==> config.mk <==
export PLATFORM = sky130hd
export DESIGN_NAME = register_file_alu_with_flags_flat
export DESIGN_NICKNAME = d
export VERILOG_FILES = /design/src/hdl/rfalu_pkg.sv /design/src/hdl/rfalu_if.sv /design/src/hdl/register_file_alu_with_flags.sv /design/src/hdl/rfalu_ram.sv /design/src/hdl/rfalu_front.sv /design/src/hdl/rfalu_queue.sv /design/src/hdl/rfalu_back.sv /design/src/flat_wrapper.sv
export SDC_FILE = /design/constraint.sdc
export NUM_CORES = 1
export LEC_CHECK = 0
export BUFFER_PORTS_ARGS = -buffer_cell sky130_fd_sc_hd__buf_4
export CORE_MARGIN = 5
export CORE_UTILIZATION = 55
export CTS_CLUSTER_SIZE = 8
export DETAILED_ROUTE_END_ITERATION = 8
export PLACE_DENSITY = 0.77
export SLEW_MARGIN = 20
export SYNTH_ARGS = -nofsm -noshare
export SYNTH_HDL_FRONTEND = slang
export SYNTH_SLANG_ARGS = --single-unit
==> constraint.sdc <==
create_clock -name clk -period 5.5 [get_ports clk]
set_input_delay 0.825 -clock clk [delete_from_list [all_inputs] [get_ports clk]]
set_output_delay 0.825 -clock clk [all_outputs]
set_load 0.02 [all_outputs]
==> src/hdl/rfalu_pkg.sv <==
`default_nettype none
package rfalu_pkg;

	localparam int DATA_W = 16;
	localparam int SEL_W = 3;
	localparam int FUNC_W = 4;
	localparam int QUEUE_DEPTH = 2;
	localparam int QPTR_W = $clog2(QUEUE_DEPTH);

	localparam logic [FUNC_W-1:0] OP_TSF = 4'd0;
	localparam logic [FUNC_W-1:0] OP_INC = 4'd1;
	localparam logic [FUNC_W-1:0] OP_ADD = 4'd2;
	localparam logic [FUNC_W-1:0] OP_SUB = 4'd5;
	localparam logic [FUNC_W-1:0] OP_DEC = 4'd6;
	localparam logic [FUNC_W-1:0] OP_TRC = 4'd7;
	localparam logic [FUNC_W-1:0] OP_AND = 4'd8;
	localparam logic [FUNC_W-1:0] OP_OR  = 4'd10;
	localparam logic [FUNC_W-1:0] OP_XOR = 4'd12;
	localparam logic [FUNC_W-1:0] OP_COM = 4'd14;
	localparam logic [FUNC_W-1:0] OP_HLT = 4'd15;

	typedef enum logic [3:0] {
		FN_PASS = 4'd0,
		FN_INC  = 4'd1,
		FN_ADD  = 4'd2,
		FN_SUB  = 4'd3,
		FN_DEC  = 4'd4,
		FN_AND  = 4'd5,
		FN_OR   = 4'd6,
		FN_XOR  = 4'd7,
		FN_COM  = 4'd8
	} alu_fn_t;

	typedef struct packed {
		alu_fn_t          fn;
		logic             wr;
		logic             upd_zs;
		logic             upd_cv;
		logic             clr_c;
		logic             halt;
		logic             a_ok;
		logic             b_ok;
		logic [SEL_W-1:0] src_a;
		logic [SEL_W-1:0] src_b;
		logic [SEL_W-1:0] dest;
	} dec_t;

endpackage
`default_nettype wire

==> src/hdl/rfalu_if.sv <==
`default_nettype none
interface rfalu_req_if;
	logic                            valid;
	logic                            ready;
	logic [rfalu_pkg::FUNC_W-1:0]    req_type;
	logic [rfalu_pkg::SEL_W-1:0]     src_a;
	logic [rfalu_pkg::SEL_W-1:0]     src_b;
	logic [rfalu_pkg::SEL_W-1:0]     dest;

	modport source (output valid, req_type, src_a, src_b, dest, input ready);
	modport sink (input valid, req_type, src_a, src_b, dest, output ready);
endinterface

interface rfalu_rsp_if;
	logic                               valid;
	logic                               ready;
	logic signed [rfalu_pkg::DATA_W-1:0] result_value;
	logic                               wrote;
	logic                               zero_flag;
	logic                               sign_flag;
	logic                               carry_flag;
	logic                               overflow_flag;
	logic                               running;

	modport source (output valid, result_value, wrote, zero_flag, sign_flag, carry_flag,
		overflow_flag, running, input ready);
	modport sink (input valid, result_value, wrote, zero_flag, sign_flag, carry_flag,
		overflow_flag, running, output ready);
endinterface
`default_nettype wire

==> src/hdl/register_file_alu_with_flags.sv <==
// Channel | Role   | Payload
// req     | sink   | req_type, src_a, src_b, dest
// rsp     | source | result_value, wrote, zero_flag, sign_flag, carry_flag,
//         |        | overflow_flag, running
//
// One item per cycle sustained while rsp is ready; a taken item passes through the queue,
// then the execute stage, where the register file read port feeds the single ALU stage,
// then the output register, with the last write forwarded to the next item.
// Reset clears all flags, sets the run flag and marks every register as zero at once.
// A stalled result leaves the two-entry queue and the execute stage to fill in turn.
`default_nettype none
module register_file_alu_with_flags #(
	parameter int NUM_REGS = 8
) (
	input  wire logic   clk,
	input  wire logic   arst_n,
	rfalu_req_if.sink   req,
	rfalu_rsp_if.source rsp
);
	import rfalu_pkg::*;

	dec_t dec;
	dec_t head;
	logic push;
	logic q_full;
	logic pop;
	logic head_valid;

	rfalu_front #(
		.NUM_REGS(NUM_REGS)
	) u_front (
		.req    (req),
		.q_full (q_full),
		.push   (push),
		.dec    (dec)
	);

	rfalu_queue u_queue (
		.clk       (clk),
		.arst_n    (arst_n),
		.push      (push),
		.din       (dec),
		.full      (q_full),
		.pop       (pop),
		.dout      (head),
		.not_empty (head_valid)
	);

	rfalu_back #(
		.NUM_REGS(NUM_REGS)
	) u_back (
		.clk        (clk),
		.arst_n     (arst_n),
		.head       (head),
		.head_valid (head_valid),
		.pop        (pop),
		.rsp        (rsp)
	);

endmodule
`default_nettype wire

==> src/hdl/rfalu_ram.sv <==
`default_nettype none
module rfalu_ram #(
	parameter int WIDTH = 16,
	parameter int DEPTH = 8
) (
	input  wire logic                     clk,
	input  wire logic                     re,
	input  wire logic [$clog2(DEPTH)-1:0] ra0,
	input  wire logic [$clog2(DEPTH)-1:0] ra1,
	output logic      [WIDTH-1:0]         rd0,
	output logic      [WIDTH-1:0]         rd1,
	input  wire logic                     we,
	input  wire logic [$clog2(DEPTH)-1:0] wa,
	input  wire logic [WIDTH-1:0]         wd
);

	logic [WIDTH-1:0] mem_q [DEPTH];

	always_ff @(posedge clk) begin
		if (we) begin
			mem_q[wa] <= wd;
		end
		if (re) begin
			rd0 <= mem_q[ra0];
			rd1 <= mem_q[ra1];
		end
	end

endmodule
`default_nettype wire

==> src/hdl/rfalu_front.sv <==
`default_nettype none
module rfalu_front #(
	parameter int NUM_REGS = 8
) (
	rfalu_req_if.sink               req,
	input  wire logic               q_full,
	output logic                    push,
	output rfalu_pkg::dec_t         dec
);
	import rfalu_pkg::*;

	function automatic logic in_range(input logic [SEL_W-1:0] idx);
		return 32'(idx) < NUM_REGS;
	endfunction

	assign req.ready = !q_full;
	assign push = req.valid && !q_full;

	always_comb begin
		dec = '0;
		dec.fn = FN_PASS;
		dec.src_a = req.src_a;
		dec.src_b = req.src_b;
		dec.dest = req.dest;
		dec.a_ok = in_range(req.src_a);
		dec.b_ok = in_range(req.src_b);
		dec.wr = in_range(req.dest);
		unique case (req.req_type)
			OP_TSF: begin
				dec.fn = FN_PASS;
			end
			OP_INC: begin
				dec.fn = FN_INC;
				dec.upd_zs = 1'b1;
			end
			OP_ADD: begin
				dec.fn = FN_ADD;
				dec.upd_zs = 1'b1;
				dec.upd_cv = 1'b1;
			end
			OP_SUB: begin
				dec.fn = FN_SUB;
				dec.upd_zs = 1'b1;
				dec.upd_cv = 1'b1;
			end
			OP_DEC: begin
				dec.fn = FN_DEC;
				dec.upd_zs = 1'b1;
			end
			OP_TRC: begin
				dec.fn = FN_PASS;
				dec.upd_zs = 1'b1;
				dec.clr_c = 1'b1;
			end
			OP_AND: begin
				dec.fn = FN_AND;
				dec.upd_zs = 1'b1;
			end
			OP_OR: begin
				dec.fn = FN_OR;
				dec.upd_zs = 1'b1;
			end
			OP_XOR: begin
				dec.fn = FN_XOR;
				dec.upd_zs = 1'b1;
			end
			OP_COM: begin
				dec.fn = FN_COM;
				dec.upd_zs = 1'b1;
			end
			OP_HLT: begin
				dec.halt = 1'b1;
				dec.wr = 1'b0;
			end
			default: begin
				dec.wr = 1'b0;
			end
		endcase
	end

endmodule
`default_nettype wire

==> src/hdl/rfalu_queue.sv <==
`default_nettype none
module rfalu_queue (
	input  wire logic            clk,
	input  wire logic            arst_n,
	input  wire logic            push,
	input  wire rfalu_pkg::dec_t din,
	output logic                 full,
	input  wire logic            pop,
	output rfalu_pkg::dec_t      dout,
	output logic                 not_empty
);
	import rfalu_pkg::*;

	dec_t              mem_q [QUEUE_DEPTH];
	logic [QPTR_W-1:0] wr_ptr_q;
	logic [QPTR_W-1:0] rd_ptr_q;
	logic [QPTR_W:0]   cnt_q;

	function automatic logic [QPTR_W-1:0] next_ptr(input logic [QPTR_W-1:0] p);
		return (p == QPTR_W'(QUEUE_DEPTH - 1)) ? '0 : p + 1'b1;
	endfunction

	assign full = (cnt_q == (QPTR_W + 1)'(QUEUE_DEPTH));
	assign not_empty = (cnt_q != '0);
	assign dout = mem_q[rd_ptr_q];

	always_ff @(posedge clk) begin
		if (push) begin
			mem_q[wr_ptr_q] <= din;
		end
	end

	always_ff @(posedge clk or negedge arst_n) begin
		if (!arst_n) begin
			wr_ptr_q <= '0;
			rd_ptr_q <= '0;
			cnt_q <= '0;
		end else begin
			if (push) begin
				wr_ptr_q <= next_ptr(wr_ptr_q);
			end
			if (pop) begin
				rd_ptr_q <= next_ptr(rd_ptr_q);
			end
			unique case ({push, pop})
				2'b10: cnt_q <= cnt_q + 1'b1;
				2'b01: cnt_q <= cnt_q - 1'b1;
				default: cnt_q <= cnt_q;
			endcase
		end
	end

endmodule
`default_nettype wire

==> src/hdl/rfalu_back.sv <==
`default_nettype none
module rfalu_back #(
	parameter int NUM_REGS = 8
) (
	input  wire logic            clk,
	input  wire logic            arst_n,
	input  wire rfalu_pkg::dec_t head,
	input  wire logic            head_valid,
	output logic                 pop,
	rfalu_rsp_if.source          rsp
);
	import rfalu_pkg::*;

	localparam int IDX_W = (NUM_REGS > 1) ? $clog2(NUM_REGS) : 1;
	localparam int EXT_W = (IDX_W > SEL_W) ? IDX_W : SEL_W;

	function automatic logic [IDX_W-1:0] to_idx(input logic [SEL_W-1:0] sel);
		logic [EXT_W-1:0] ext;
		ext = EXT_W'(sel);
		return ext[IDX_W-1:0];
	endfunction

	dec_t              dec_s2;
	logic              valid_s2;
	logic              fwd_a_s2;
	logic              fwd_b_s2;
	logic              vld_a_s2;
	logic              vld_b_s2;
	logic [DATA_W-1:0] byp_q;
	logic [NUM_REGS-1:0] reg_vld_q;
	logic              z_q, s_q, c_q, v_q, run_q;
	logic              out_valid_q;
	logic [DATA_W-1:0] out_value_q;
	logic              out_wrote_q;

	logic [DATA_W-1:0] ram_a, ram_b;
	logic [DATA_W-1:0] op_a, op_b, opnd, res;
	logic [DATA_W:0]   sum;
	logic              cin, ovf;
	logic              z_n, s_n, c_n, v_n, run_n;
	logic              exec_fire, exec_wr;

	assign exec_fire = valid_s2 && (!out_valid_q || rsp.ready);
	assign exec_wr = exec_fire && dec_s2.wr;
	assign pop = head_valid && (!valid_s2 || exec_fire);

	rfalu_ram #(
		.WIDTH(DATA_W),
		.DEPTH(NUM_REGS)
	) u_ram (
		.clk (clk),
		.re  (pop),
		.ra0 (to_idx(head.src_a)),
		.ra1 (to_idx(head.src_b)),
		.rd0 (ram_a),
		.rd1 (ram_b),
		.we  (exec_wr),
		.wa  (to_idx(dec_s2.dest)),
		.wd  (res)
	);

	always_comb begin
		op_a = '0;
		op_b = '0;
		if (dec_s2.a_ok) begin
			op_a = fwd_a_s2 ? byp_q : (vld_a_s2 ? ram_a : '0);
		end
		if (dec_s2.b_ok) begin
			op_b = fwd_b_s2 ? byp_q : (vld_b_s2 ? ram_b : '0);
		end

		unique case (dec_s2.fn)
			FN_INC: begin
				opnd = '0;
				cin = 1'b1;
			end
			FN_ADD: begin
				opnd = op_b;
				cin = 1'b0;
			end
			FN_SUB: begin
				opnd = ~op_b;
				cin = 1'b1;
			end
			FN_DEC: begin
				opnd = '1;
				cin = 1'b0;
			end
			default: begin
				opnd = '0;
				cin = 1'b0;
			end
		endcase
		sum = {1'b0, op_a} + {1'b0, opnd} + (DATA_W + 1)'(cin);

		unique case (dec_s2.fn)
			FN_INC, FN_ADD, FN_SUB, FN_DEC: res = sum[DATA_W-1:0];
			FN_AND: res = op_a & op_b;
			FN_OR: res = op_a | op_b;
			FN_XOR: res = op_a ^ op_b;
			FN_COM: res = ~op_a;
			default: res = op_a;
		endcase

		if (dec_s2.fn == FN_SUB) begin
			ovf = ((op_a ^ op_b) & (op_a ^ res)) >> (DATA_W - 1) != '0;
		end else begin
			ovf = (~(op_a ^ op_b) & (op_a ^ res)) >> (DATA_W - 1) != '0;
		end

		z_n = dec_s2.upd_zs ? (res == '0) : z_q;
		s_n = dec_s2.upd_zs ? res[DATA_W-1] : s_q;
		c_n = dec_s2.upd_cv ? sum[DATA_W] : (dec_s2.clr_c ? 1'b0 : c_q);
		v_n = dec_s2.upd_cv ? ovf : v_q;
		run_n = dec_s2.halt ? 1'b0 : run_q;
	end

	always_ff @(posedge clk) begin
		if (pop) begin
			dec_s2 <= head;
			fwd_a_s2 <= exec_wr && (dec_s2.dest == head.src_a);
			fwd_b_s2 <= exec_wr && (dec_s2.dest == head.src_b);
			vld_a_s2 <= head.a_ok && reg_vld_q[to_idx(head.src_a)];
			vld_b_s2 <= head.b_ok && reg_vld_q[to_idx(head.src_b)];
		end
		if (exec_wr) begin
			byp_q <= res;
		end
		if (exec_fire) begin
			out_value_q <= dec_s2.wr ? res : '0;
			out_wrote_q <= dec_s2.wr;
		end
	end

	always_ff @(posedge clk or negedge arst_n) begin
		if (!arst_n) begin
			valid_s2 <= 1'b0;
			out_valid_q <= 1'b0;
			reg_vld_q <= '0;
			z_q <= 1'b0;
			s_q <= 1'b0;
			c_q <= 1'b0;
			v_q <= 1'b0;
			run_q <= 1'b1;
		end else begin
			if (pop) begin
				valid_s2 <= 1'b1;
			end else if (exec_fire) begin
				valid_s2 <= 1'b0;
			end
			if (exec_fire) begin
				out_valid_q <= 1'b1;
			end else if (rsp.ready) begin
				out_valid_q <= 1'b0;
			end
			if (exec_wr) begin
				reg_vld_q[to_idx(dec_s2.dest)] <= 1'b1;
			end
			if (exec_fire) begin
				z_q <= z_n;
				s_q <= s_n;
				c_q <= c_n;
				v_q <= v_n;
				run_q <= run_n;
			end
		end
	end

	assign rsp.valid = out_valid_q;
	assign rsp.result_value = out_value_q;
	assign rsp.wrote = out_wrote_q;
	assign rsp.zero_flag = z_q;
	assign rsp.sign_flag = s_q;
	assign rsp.carry_flag = c_q;
	assign rsp.overflow_flag = v_q;
	assign rsp.running = run_q;

endmodule
`default_nettype wire

==> src/flat_wrapper.sv <==
// flat-port wrapper written by rule: the top's interface ports become plain ports
module register_file_alu_with_flags_flat import rfalu_pkg::*;
#(
	parameter int NUM_REGS = 8
)
  (clk, arst_n, req_valid, req_req_type, req_src_a, req_src_b, req_dest, req_ready, rsp_valid, rsp_result_value, rsp_wrote, rsp_zero_flag, rsp_sign_flag, rsp_carry_flag, rsp_overflow_flag, rsp_running, rsp_ready);
  rfalu_req_if req_i ();
  rfalu_rsp_if rsp_i ();
  input  wire logic clk;
  input  wire logic arst_n;
  input wire logic [$bits(req_i.valid)-1:0] req_valid;
  input wire logic [$bits(req_i.req_type)-1:0] req_req_type;
  input wire logic [$bits(req_i.src_a)-1:0] req_src_a;
  input wire logic [$bits(req_i.src_b)-1:0] req_src_b;
  input wire logic [$bits(req_i.dest)-1:0] req_dest;
  output wire logic [$bits(req_i.ready)-1:0] req_ready;
  output wire logic [$bits(rsp_i.valid)-1:0] rsp_valid;
  output wire logic [$bits(rsp_i.result_value)-1:0] rsp_result_value;
  output wire logic [$bits(rsp_i.wrote)-1:0] rsp_wrote;
  output wire logic [$bits(rsp_i.zero_flag)-1:0] rsp_zero_flag;
  output wire logic [$bits(rsp_i.sign_flag)-1:0] rsp_sign_flag;
  output wire logic [$bits(rsp_i.carry_flag)-1:0] rsp_carry_flag;
  output wire logic [$bits(rsp_i.overflow_flag)-1:0] rsp_overflow_flag;
  output wire logic [$bits(rsp_i.running)-1:0] rsp_running;
  input wire logic [$bits(rsp_i.ready)-1:0] rsp_ready;
  assign req_i.valid = req_valid;
  assign req_i.req_type = req_req_type;
  assign req_i.src_a = req_src_a;
  assign req_i.src_b = req_src_b;
  assign req_i.dest = req_dest;
  assign req_ready = req_i.ready;
  assign rsp_valid = rsp_i.valid;
  assign rsp_result_value = rsp_i.result_value;
  assign rsp_wrote = rsp_i.wrote;
  assign rsp_zero_flag = rsp_i.zero_flag;
  assign rsp_sign_flag = rsp_i.sign_flag;
  assign rsp_carry_flag = rsp_i.carry_flag;
  assign rsp_overflow_flag = rsp_i.overflow_flag;
  assign rsp_running = rsp_i.running;
  assign rsp_i.ready = rsp_ready;
  register_file_alu_with_flags #(.NUM_REGS(NUM_REGS)) u_core (.clk(clk), .arst_n(arst_n), .req(req_i), .rsp(rsp_i));
endmodule
==> metrics.yaml <==
cts-htree-levels: 2
ant_nets: 0
grt_pass1_wl_um: 51300
worst_slew_pin_slew_ns: 1.13
fin_nets: 1075
worstPathRequired_ns: 5.91
grt_usage: 0.234
grt_pass1_vias: 8808
synthArstFlopShare: 0.0720
slowest_delay_ns: 0.51
die_w_um: 168
die_area_um2: 28200
power.density_nw_per_um2: 708
yosys_register_bits: 264
chipHeight_um: 168
regArea_um2: 7830
firstDrtPassIters: 7
io_buffer_count: 40
antenna_cells: 0
finalMaxSlewViolations: 0
syn_inst: 949
relSlewSlack: 0.247
critPathMaxFanout: 18
grt_overflow: 0
drc_errors: 0
rsz0062_at_grt: "false"
dpl.hpwl_um: 20700
coreArea_um2: 24400
setup_violations: 0
pre_cts_slack_ns: 0.787
crit_path_start: "u_core.u_back.fwd_b_s2$_DFFE_PP_"
period_share: 0.878
fmax_mhz: 207
path_class: "flip-flop to flip-flop"
rr_worst_depth: 18
cts_resized: 0
synthToLayoutAreaGrowth_pct: 13.8
fin_setup_tns_ns: 0
synth_area_leaders: "edfxtp_1 (54%), mux4_2 (11%), ha_1 (4.3%)"
via_per_inst: 6.41
clk_latency_ns: 0.51
synth_top_area_share: 0.537
finalInstanceArea_um2: 15600
cpMostUsedCell: "buf_4"
cts-buffers-inserted: 39
cp-start-kind: "flip-flop"
start_util: 0.561
routed_wl_um: 33100
min_period_ns: 4.83
regToRegSetupSlack_ns: 0.67
setup_ws_ns: 0.670
initialDrtViolationCount: 778
worstSetupEndpointType: "flip-flop"
yosys.area.top_type: "edfxtp_1"
critical-path-slowest-cell: "or4_1"
power_leakage_nw: 5.69
ys.flop_type: "edfxtp_1"
r2r_start: "u_core.u_back.fwd_b_s2$_DFFE_PP_"
routabilityCongestion: 0.908
yosys-top-cells-count: "edfxtp_1 (245), mux4_2 (68), ha_1 (47), mux2_2 (47), inv_1 (44)"
grt_max_degree: 51
design_power_total_mw: 11.0
num_vias: 8659
multi_input_area_um2: 5550
maxCapViolations: 0
placed_area_um2: 14500
path_cells: "buf_4 -> nor2b_1 -> buf_4 -> a22oi_1 -> xnor2_1 -> a21o_1 -> nand2_1 -> fa_1 -> fa_1 -> nor2b_1 -> o31a_1 -> o22a_1 -> o211ai_1 -> buf_4 -> nor4_1 -> nand3_1 -> or4_1 -> o41ai_2"
ys_warn_count: 0
cts_tree: "yes"
cts-root-buf: "clkbuf_16"
skew_ns: 0.0129
clockBufferDepth: 3
post_cts_buffers: 0
synthesis.area_um2: 13700
fin_util: 0.639
io_pins: 41
row_count: 57
hold_buffers: 0
antenna_found_initial: 0
synth_edf_count: 245
status: "finished, final reports clean"
fillers: 1723
irDropWorstVdd_v: 0.000288
yosysSeqAreaShare: 0.572
arrival_ns: 5.24
synth.most_common_cell: "edfxtp_1"
clk_pin_slew_ns: 0.05
wl_per_cell_um: 24.6
hold_class: "input port to async pin"
timing.rr.end: "u_core.u_back.rsp.zero_flag$_DFFE_PN0P_"
avgSynthCellArea_um2: 14.4
ys_types: 66
synth_nets: 1015
drive_gt1_frac: 0.259
cts_sinks: 264
hold_viol_final: 0
layout by cell type (no fill, tap or decap), types with 14 or more instances in the layout:
master	instances
mux2_2	47
clkbuf_16	39
mux4_2	68
buf_4	74
a21oi_1	35
clkbuf_1	14
nor2_1	42
xnor2_1	41
ha_1	47
a22oi_1	25
nand2_1	35
and2_1	21
o21ai_0	26
dfrtp_1	18
edfxtp_1	245
inv_1	44
worst max path at each step:
| stage | cells past startpoint | end |
|---|---|---|
| 2_1_floorplan | 15 | u_core.u_back.rsp.zero_flag$_DFFE_PN0P_ |
| 3_3_place_gp | 18 | u_core.u_back.rsp.zero_flag$_DFFE_PN0P_ |
| 3_5_place_dp | 18 | u_core.u_back.rsp.zero_flag$_DFFE_PN0P_ |
| 4_1_cts | 18 | u_core.u_back.rsp.zero_flag$_DFFE_PN0P_ |
| 5_1_grt | 18 | u_core.u_back.rsp.zero_flag$_DFFE_PN0P_ |
| 6_report | 18 | u_core.u_back.rsp.zero_flag$_DFFE_PN0P_ |
critical path: cells and delay by family, from the launching register on:
kind | cells | cell delay, ns
AOI/OAI and AO/OA | 6 | 1.39
and+or+nand+nor | 6 | 1.34
adders and majority gates | 2 | 0.93
buffers and inverters | 3 | 0.59
DFF | 1 | 0.31
xor gates and xnor gates | 1 | 0.17
logic make-up (layout without fill, tap and decap cells):
logic type / Yosys count / count (layout) / synth area share
compound gates: 177 / 177 / 0.0907
flops: 264 / 264 / 0.572
mux: 133 / 133 / 0.164
xor+xnor: 44 / 44 / 0.0281
simple gates: 182 / 182 / 0.0687
buf+inv: 100 / 177 / 0.0308
fa+ha+maj: 49 / 49 / 0.0459
power by group:
group          total [mW]  switching, mW  internal, mW
sequential           3.78          0.389          3.39
combinational        5.15           3.09          2.05
clock                2.10          0.811          1.29
registers in the layout (all words and copies together) (netlist names), 2 cells and up:
signal and cells:
u_core.u_back.byp_q 16, u_core.u_back.u_ram.rd0 16, u_core.u_back.reg_vld_q 8, u_core.u_queue.cnt_q 2, u_core.u_queue.mem_q 36, u_core.u_back.u_ram.mem_q 128
u_core.u_back.rsp.result_value 16, u_core.u_back.u_ram.rd1 16, u_core.u_back.dec_s2 12
per-stage QoR:
step | hold slack [ns] | cells
6_report | 0.210 | 1350
5_1_grt | 0.221 | 1350
4_1_cts | 0.206 | 1350
3_5_place_dp | 0.388 | 1292
3_3_place_gp | 0.377 | 1292
2_1_floorplan | 0.370 | 949
per-layer routing:
layer	global-route usage	up-vias	routed length [um]
met5	0	-	0
met1	0.321	4312	13000
met4	0.0752	0	737
met3	0.0420	69	3060
met2	0.386	459	16400
li1	-	3819	-
cell type report:
class                   count  area share
flip-flops and latches    264       0.503
multi-input cells         585       0.356
clock buffers              53      0.0660
repair buffers             74      0.0356
well taps                 324      0.0260
inverters                  45      0.0108
clock inverters             5     0.00241
(Power assumes the default switching activity.)
